$ cat config.mk
export PLATFORM = sky130hd
export DESIGN_NAME = ipks_ram
export DESIGN_NICKNAME = d
export VERILOG_FILES = /design/src/design/ipks_ram.sv
export SDC_FILE = /design/constraint.sdc
export NUM_CORES = 1
export LEC_CHECK = 0
export ABC_AREA = 1
export BUFFER_PORTS_ARGS = -buffer_cell sky130_fd_sc_hd__buf_4
export CAP_MARGIN = 5
export CORE_UTILIZATION = 40
export DETAILED_ROUTE_END_ITERATION = 8
export HOLD_SLACK_MARGIN = 0.08
export MAX_ROUTING_LAYER = met4
export PLACE_DENSITY_LB_ADDON = 0.1
export SYNTH_ARGS = -nofsm -noshare
export SYNTH_HDL_FRONTEND = slang
export SYNTH_SLANG_ARGS = --single-unit
$ cat constraint.sdc
create_clock -name i_clk -period 2.45 [get_ports i_clk]
set_input_delay 0.3675 -clock i_clk [delete_from_list [all_inputs] [get_ports i_clk]]
set_output_delay 0.3675 -clock i_clk [all_outputs]
set_load 0.005 [all_outputs]
$ cat src/design/ipks_ram.sv
// generic simple dual port ram, one write port and one read port
// read data is registered; no dependencies
`timescale 1ns / 1ps
`default_nettype none

module ipks_ram #(
    parameter int WIDTH = 32,
    parameter int DEPTH = 16
) (
    input  wire logic                                 i_clk,
    input  wire logic                                 i_we,
    input  wire logic [((DEPTH > 1) ? $clog2(DEPTH) : 1)-1:0] i_waddr,
    input  wire logic [WIDTH-1:0]                     i_wdata,
    input  wire logic [((DEPTH > 1) ? $clog2(DEPTH) : 1)-1:0] i_raddr,
    output logic      [WIDTH-1:0]                     o_rdata
);

    logic [WIDTH-1:0] r_mem [DEPTH];
    logic [WIDTH-1:0] r_rdata;

    always_ff @(posedge i_clk) begin
        if (i_we) begin
            r_mem[i_waddr] <= i_wdata;
        end
        r_rdata <= r_mem[i_raddr];
    end

    assign o_rdata = r_rdata;

endmodule

`default_nettype wire

==> impl_metrics.json, run 1 <==
{
  "status": "completed",
  "wire_per_inst_um": 19.1,
  "p_leak_nw": 11.1,
  "worstMarginPinSlew_ns": 0.625,
  "cts_tree": "done",
  "place_hpwl_um": 31600,
  "finalHoldViolations": 0,
  "drc": 0,
  "syn-num-nets": 2162,
  "yosys.area.top_type_share_pct": 67.6,
  "power_density_nw_per_um2": 758,
  "num-fill-cells": 5242,
  "ys_types": 15,
  "fin_crit_ns": 1.56,
  "ir_drop_uv": 604,
  "slew_viol_final": 0,
  "cp_max_fo": 1,
  "synth.top_cells.by_area": "edfxtp_1 68%, nand2_1 11%, nand3_1 8.5%, inv_1 6.4%, dfxtp_1 2.8%",
  "ys_seq_area_share_pct": 70.5,
  "multi_input_area_sq_um": 4670,
  "hold_class": "primary input to flop",
  "portBuffers": 73,
  "synth_compound_area_share_pct": 0,
  "fp.dieArea_sq_um": 57800,
  "final_nets": 2270,
  "initial_utilization_pct": 40.4,
  "fin_util_pct": 46.6,
  "clk_pin_slew_ns": 0.06,
  "netlist_area_sq_um": 22700,
  "grt_usage_pct": 21.1,
  "routed_wl_um": 58000,
  "critPathBufInv": 1,
  "worstPathCellList": "buf_4",
  "die_x_um": 240,
  "post-cts-setup-buffers": 0,
  "clk_latency_ns": 0.61,
  "slew_headroom_pct": 58.4,
  "synth_simple_gate_area_share_pct": 20.0,
  "synth-adder-area-share_pct": 0,
  "core-area_sq_um": 56300,
  "gp_congestion": 0.777,
  "drive_gt1_share_pct": 9.93,
  "pin_count": 74,
  "register_area_sq_um": 16000,
  "rsz0062_at_grt": "false",
  "crit_path_start_kind": "flop",
  "post_cts_resized": 0,
  "maxCapViolCount": 0,
  "synth-xor-area-share_pct": 0,
  "critical-path-slowest-cell": "dfxtp_1",
  "drt-initial-drc-count": 1174,
  "fmax_ghz": 0.642,
  "yosys-mux-area-fraction_pct": 0,
  "async_flop_share_pct": 0,
  "syn2layout_area_growth_pct": 15.4,
  "setup_viol": 0,
  "synth_flop_cell": "edfxtp_1",
  "synth_common_cells": "677 x nand2_1, 512 x edfxtp_1, 388 x inv_1, 385 x nand3_1, 41 x buf_2",
  "grt_pass1_wl_um": 87900,
  "max_stage_delay_ns": 0.43,
  "rows": 87,
  "first_pass_iters": 5,
  "synth_top_family_by_area": "simple AND/OR/NAND/NOR gates",
  "clock_skew_ns": 0.0138,
  "root_buffer": "clkbuf_16",
  "ant_nets": 0,
  "die_h_um": 240,
  "yosys.area.top_type": "edfxtp_1",
  "clockBufferDepth": 3,
  "yosysWarnings": 0,
  "critPathCaptureType": "output port",
  "ys_ff_latch": 544,
  "routed_via_density": 4.81,
  "cp_top_family": "flip-flops",
  "yosysMostFrequentCell": "nand2_1",
  "required_ns": 2.08,
  "overflow": 0,
  "grt_pass1_vias": 14100,
  "grt_max_degree": 88,
  "antenna_found_initial": 1,
  "dr_total_vias": 14600,
  "worstSetupPathType": "flop to output port",
  "synth_enable_flop_cells": 512,
  "syn_inst": 2120,
  "crit_arrival_ns": 1.19,
  "avgSynthCellArea_sq_um": 10.7,
  "fin_crit_sh_pct": 63.6,
  "numCtsBuffers": 58,
  "cts.sinks": 544,
  "tns_ns": 0,
  "htreeDepth": 2
}
==> power breakdown <==
group          switching [W]  total (W)  internal (W)  leakage [nW]
clock                0.00353    0.00812       0.00458         0.862
combinational       0.000873    0.00130      0.000430          5.36
sequential         0.0000721     0.0105        0.0104          4.90
total                0.00448     0.0199        0.0154          11.1
==> path summary, 6_finish.rpt <==
path	from	endpoint	slack [ns]	cells past startpoint
setup / recovery	o_rdata[12]	o_rdata[12]	0.89	1
setup reg to reg	r_mem[10][10]	o_rdata[10]	1.45	6
hold / removal	i_wdata[11]	r_mem[5][11]	0.10	1
hold reg to reg	r_mem[10][19]	o_rdata[19]	0.65	6
==> placed cells by master, fill, tap and decap left out <==
cell type and instances:
clkbuf_1 18, diode_2 1, buf_4 113, inv_6 1
inv_4 1, inv_8 1, inv_1 386, clkinv_1 12
nand3b_1 2, nand3_1 385, dlygate4sd3_1 26, clkbuf_8 7
inv_2 2, clkbuf_16 59, clkinvlp_4 1, buf_12 13
edfxtp_1 512, nand2_1 677, nor2_4 16, nor2_1 1
clkinv_2 12, dfxtp_1 32
==> flip-flops by register name, indices dropped and copies added (netlist names) <==
signal / flops
o_rdata: 32
r_mem: 512
==> cells by family after synthesis <==
group / Yosys count
simple gates: 1081
flops: 544
buf+inv: 495
==> timing repair <==
action	4_1_cts	5_1_grt
hold buffers	26	0
setup endpoints to repair	0	0
endpoints found under the hold margin	363	0
==> metal layers <==
| metal | GRT usage (%) | wire (um) |
|---|---|---|
| met1 | 29.2 | 27200 |
| met2 | 33.2 | 27200 |
| met3 | 3.27 | 2860 |
| met4 | 4.01 | 837 |
| met5 | - | 0 |
==> layout make-up <==
type | count | share of cell area, %
Inverter | 390 | 5.62
Clock inverter | 26 | 0.463
Antenna cell | 1 | 0.00954
Multi-Input combinational cell | 1081 | 17.8
Sequential cell | 544 | 61.0
Timing Repair Buffer | 153 | 5.27
Clock buffer | 83 | 6.20
Tap cell | 756 | 3.61
==> metrics by stage <==
stage / hold WS, ns / worst slack, ns / area [sq um] / total power, W / cells
5_1_grt: 0.0907 / 0.871 / 26200 / 0.0206 / 3034
3_5_place_dp: 0.636 / 0.496 / 24200 / 0.0120 / 2898
2_1_floorplan: 0.466 / 0.0898 / 22700 / 0.0114 / 2120
3_3_place_gp: 0.640 / 0.514 / 24200 / 0.0120 / 2898
4_1_cts: 0.0816 / 0.877 / 26200 / 0.0201 / 3033
6_report: 0.100 / 0.891 / 26200 / 0.0199 / 3034
(Power assumes the default switching activity.)
==> run 2: changes to the inputs <==
==> constraint.sdc (replaced) <==
create_clock -name i_clk -period 1.4 [get_ports i_clk]
set_input_delay 0.21 -clock i_clk [delete_from_list [all_inputs] [get_ports i_clk]]
set_output_delay 0.21 -clock i_clk [all_outputs]
set_load 0.005 [all_outputs]
==> impl_metrics.json, run 2 (same netlist as run 1, synthesis figures left out) <==
{
  "grt_pass1_vias": 14100,
  "setup_viol": 0,
  "drc": 0,
  "design_area_sq_um": 27100,
  "switching_share_pct": 22.2,
  "final_nets": 2306,
  "dr_total_vias": 14500,
  "worst_hold_slack_ns": 0.122,
  "critPathBufInv": 1,
  "final_common_cell": "nand2_1",
  "syn2layout_area_growth_pct": 19.0,
  "place_hpwl_um": 32000,
  "rr_startpoint": "r_mem[12][0]",
  "ant_nets": 0,
  "routed_wl_um": 56400,
  "critPathLaunch": "o_rdata[10]",
  "grt_pass1_wl_um": 85700,
  "numCtsBuffers": 57,
  "required_ns": 1.19,
  "post_cts_resized": 0,
  "power_switching_w": 0.00783,
  "intPower_w": 0.0274,
  "comb_power_share_pct": 6.9,
  "finalHoldViolations": 0,
  "root_buffer": "clkbuf_16",
  "slew_headroom_pct": 66.7,
  "routed_via_density": 4.74,
  "num-fill-cells": 5201,
  "regMostFlops": "r_mem",
  "clk_latency_ns": 0.60,
  "cts_tree": "done",
  "crit_path_start_kind": "flop",
  "fin_crit_ns": 1.37,
  "antenna_found_initial": 1,
  "first_pass_iters": 5,
  "worstPathCellList": "buf_4",
  "multi_input_area_sq_um": 4680,
  "cts.sinks": 544,
  "drive_gt1_share_pct": 11.3,
  "gp_congestion": 0.773,
  "cp_top_family": "flip-flops",
  "grt_max_degree": 81,
  "final_cell_mix": "673 x nand2_1, 512 x edfxtp_1, 386 x inv_1, 384 x nand3_1, 105 x buf_4",
  "htreeDepth": 2,
  "fp.dieArea_sq_um": 57800,
  "pin_count": 74,
  "rsz0062_at_grt": "false",
  "maxCapViolCount": 0,
  "slew_viol_final": 0,
  "clock_skew_ns": 0.00722,
  "p_leak_nw": 11.4,
  "worstSetupPathType": "flop to output port",
  "place_area_sq_um": 25000,
  "ctsHoldBuffers": 32,
  "core-area_sq_um": 56300,
  "register_area_sq_um": 16000,
  "crit_arrival_ns": 1.16,
  "post-cts-setup-buffers": 0,
  "wire_per_inst_um": 18.4,
  "portBuffers": 73,
  "p_clk_share_pct": 41.1,
  "ir_drop_uv": 1110,
  "die_h_um": 240,
  "hold_class": "primary input to flop",
  "fmax_ghz": 0.731,
  "critical-path-slowest-cell": "dfxtp_1",
  "p_seq_share_pct": 52.0,
  "grt_usage_pct": 20.6,
  "worstMarginPinSlew_ns": 0.499,
  "clockBufferDepth": 3,
  "largest_reg_flops": 512,
  "fin_crit_sh_pct": 97.7,
  "initial_utilization_pct": 40.4,
  "critPathCaptureType": "output port",
  "status": "completed",
  "die_x_um": 240,
  "overflow": 0,
  "hold_start": "i_raddr[3]",
  "max_stage_delay_ns": 0.41,
  "drt-initial-drc-count": 1021,
  "cp_max_fo": 1,
  "rows": 87,
  "power_density_nw_per_um2": 1300,
  "clk_pin_slew_ns": 0.06
}
==> run 2: routing by layer <==
layer	wire length, um	GRT usage [%]
met2	27700	34.3
met5	0	-
met3	2230	2.53
met4	910	4.83
met1	25500	26.8
==> run 2: path summary, 6_finish.rpt <==
path | cells after the start | to | slack (ns)
worst min-delay path | 4 | o_rdata[27] | 0.12
worst max register to register | 6 | o_rdata[0] | 0.37
worst max-delay path | 1 | o_rdata[10] | 0.03
worst min register to register | 6 | o_rdata[23] | 0.65
==> run 2: power by group through the flow <==
stage	clock network, W	logic, W	registers [W]
finish	0.0145	0.00245	0.0183
global route	0.0154	0.00272	0.0183
CTS	0.0149	0.00249	0.0183
detailed placement	0	0.00241	0.0187
global placement	0	0.00240	0.0187
floorplan	0	0.00127	0.0186
==> run 2: layout make-up <==
cell class	count	area share, %
diodes	1	0.00925
clock buffers	75	5.60
inverters	390	5.45
flip-flops and latches	544	59.2
well taps	756	3.50
repair buffers	190	8.00
clock inverters	32	0.953
multi-input cells	1081	17.3
==> run 2: metrics by stage <==
step	TNS [ns]	setup slack [ns]	util (%)	cells	power [W]
finish	0	0.0321	48.1	3069	0.0353
global route	0	0.00205	48.1	3069	0.0365
CTS	0	0.00773	48.1	3068	0.0357
detailed placement	-0.813	-0.0311	44.4	2929	0.0211
global placement	-0.183	-0.0327	44.4	2929	0.0211
floorplan	-37.52	-0.147	-	2120	0.0199
==> run 3: changes to the inputs <==
--- a/config.mk
+++ b/config.mk
@@ -6,7 +6,7 @@
 export NUM_CORES = 1
 export LEC_CHECK = 0
 export ABC_AREA = 1
-export BUFFER_PORTS_ARGS = -buffer_cell sky130_fd_sc_hd__buf_4
+export BUFFER_PORTS_ARGS = -buffer_cell sky130_fd_sc_hd__buf_2
 export CAP_MARGIN = 5
 export CORE_UTILIZATION = 40
 export DETAILED_ROUTE_END_ITERATION = 8
==> impl_metrics.json, run 3 (same netlist as run 1, synthesis figures left out) <==
{
  "cp_max_fo": 1,
  "status": "completed",
  "overflow": 0,
  "largest_reg_flops": 512,
  "fin_crit_sh_pct": 96.4,
  "fin_crit_ns": 1.35,
  "final_cells": 3106,
  "hold_start": "i_raddr[2]",
  "dr_total_vias": 15000,
  "power.total_w": 0.0361,
  "clk_latency_ns": 0.62,
  "p_leak_nw": 11.6,
  "slew_headroom_pct": 69.7,
  "r2r_cells": 6,
  "intPower_w": 0.0280,
  "clockBufferDepth": 3,
  "fin_ws_ns": 0.0500,
  "grt_pass1_vias": 14400,
  "hold_class": "primary input to flop",
  "final_cell_mix": "673 x nand2_1, 512 x edfxtp_1, 386 x inv_1, 384 x nand3_1, 70 x buf_2",
  "clk_pin_slew_ns": 0.06,
  "syn2layout_area_growth_pct": 20.4,
  "pin_count": 74,
  "post-cts-setup-buffers": 0,
  "grtUsageMet3_pct": 2.96,
  "crit_path_start_kind": "flop",
  "critPathBufInv": 1,
  "crit_arrival_ns": 1.14,
  "drt-initial-drc-count": 1242,
  "portBuffers": 73,
  "place_hpwl_um": 38200,
  "p_seq_share_pct": 50.8,
  "cp_top_family": "flip-flops",
  "grt_usage_pct": 22.2,
  "cts.sinks": 544,
  "gp_congestion": 0.812,
  "grt_pass1_wl_um": 91100,
  "hold_path_depth": 5,
  "met2_usage_pct": 35.3,
  "critPathCaptureType": "output port",
  "rows": 87,
  "routed_wl_um": 61100,
  "htreeDepth": 2,
  "place_inst": 2961,
  "initial_utilization_pct": 40.4,
  "first_pass_iters": 5,
  "power_density_nw_per_um2": 1320,
  "p_clk_share_pct": 42.1,
  "regMostFlops": "r_mem",
  "switching_share_pct": 22.4,
  "wire_per_inst_um": 19.7,
  "fmax_ghz": 0.741,
  "die_h_um": 240,
  "root_buffer": "clkbuf_16",
  "antenna_found_initial": 1,
  "cts_tree": "done",
  "grt-busiest-layer": "met2",
  "fp.dieArea_sq_um": 57800,
  "setup_viol": 0,
  "finalHoldViolations": 0,
  "die_x_um": 240,
  "worstMarginPinSlew_ns": 0.455,
  "core-area_sq_um": 56300,
  "grtUsageMet1_pct": 30.3,
  "power_switching_w": 0.00808,
  "reg2reg_slack_ns": 0.26,
  "worstSetupPathType": "flop to output port",
  "worstPathCellList": "buf_2",
  "slew_viol_final": 0,
  "drive_gt1_share_pct": 12.8,
  "min_to": "o_rdata[0]",
  "final_nets": 2340,
  "numCtsBuffers": 58,
  "clock_skew_ns": 0.0273,
  "ant_nets": 0,
  "critical-path-slowest-cell": "dfxtp_2",
  "drc": 0,
  "rsz0062_at_grt": "false",
  "final_common_cell": "nand2_1",
  "maxCapViolCount": 0,
  "grt_max_degree": 52,
  "ir_drop_uv": 987,
  "pre_cts_slack_ns": -0.149,
  "routed_via_density": 4.83,
  "max_stage_delay_ns": 0.39,
  "comb_power_share_pct": 7.2,
  "r2r_end": "o_rdata[30]",
  "required_ns": 1.19,
  "worst_hold_slack_ns": 0.157,
  "rr_startpoint": "r_mem[1][30]"
}
-- run 3: changes by cell type in the layout (fill, tap and decap cells not counted), sizes merged --
| cell | delta |
|---|---|
| buf | +32 |
| clkbuf | +9 |
| clkinv | -3 |
| inv | -2 |
| clkinvlp | -1 |
| diode | +1 |
| dlygate4sd3 | +1 |
-- run 3: cell type report --
cell class,count,area [sq um]
Inverter,390,1470
Fill cell,5188,28900
Clock inverter,26,240
Tap cell,756,946
Clock buffer,84,1660
Antenna cell,2,5.00
Timing Repair Buffer,223,2340
Sequential cell,544,16000
Multi-Input combinational cell,1081,4680
-- run 3: how the worst max path moves through the flow --
stage / from / endpoint / slack (ns) / cells after the start
after global placement: i_raddr[1] / o_rdata[12] / -0.16 / 8
after CTS: o_rdata[28] / o_rdata[28] / 0.01 / 1
after floorplan: i_waddr[2] / r_mem[10][0] / -0.15 / 2
final: o_rdata[7] / o_rdata[7] / 0.05 / 1
after detailed placement: i_raddr[1] / o_rdata[12] / -0.15 / 8
after global routing: o_rdata[12] / o_rdata[12] / 0.01 / 1
-- run 3: power by group through the flow --
| stage | Sequential, W | Clock, W | Combinational (W) |
|---|---|---|---|
| after floorplan | 0.0186 | 0 | 0.00127 |
| after global placement | 0.0187 | 0 | 0.00255 |
| after detailed placement | 0.0187 | 0 | 0.00255 |
| after CTS | 0.0183 | 0.0155 | 0.00263 |
| after global routing | 0.0184 | 0.0162 | 0.00285 |
| final | 0.0183 | 0.0152 | 0.00259 |
-- run 3: worst reg2reg max path: stages, from the launching register on --
cell and delay [ns]:
edfxtp_1 0.36, inv_1 0.07, nand2_1 0.05, nand3_1 0.08, nand3_1 0.23, nand3_1 0.16
nand2_1 0.06
-- run 3: what timing repair did --
item | in CTS | in global routing
endpoints found under the hold margin | 519 | 0
hold buffers | 33 | 0
endpoints found under the setup margin | 4 | 0
resized for setup | 4 | 0
-- run 3: metal layers --
| metal | vias up | wire [um] |
|---|---|---|
| li1 | 7222 | - |
| met1 | 7354 | 27800 |
| met2 | 358 | 29100 |
| met3 | 74 | 3060 |
| met4 | 0 | 1140 |
| met5 | - | 0 |
-- run 3: through the flow --
| step | utilization [%] | area, sq um | setup TNS, ns |
|---|---|---|---|
| 2_1_floorplan | - | 22900 | -37.52 |
| 4_1_cts | 48.6 | 27400 | 0 |
| 5_1_grt | 48.6 | 27400 | 0 |
| 3_5_place_dp | 44.6 | 25100 | -1.55 |
| 6_report | 48.6 | 27400 | 0 |
| 3_3_place_gp | 44.6 | 25100 | -1.24 |
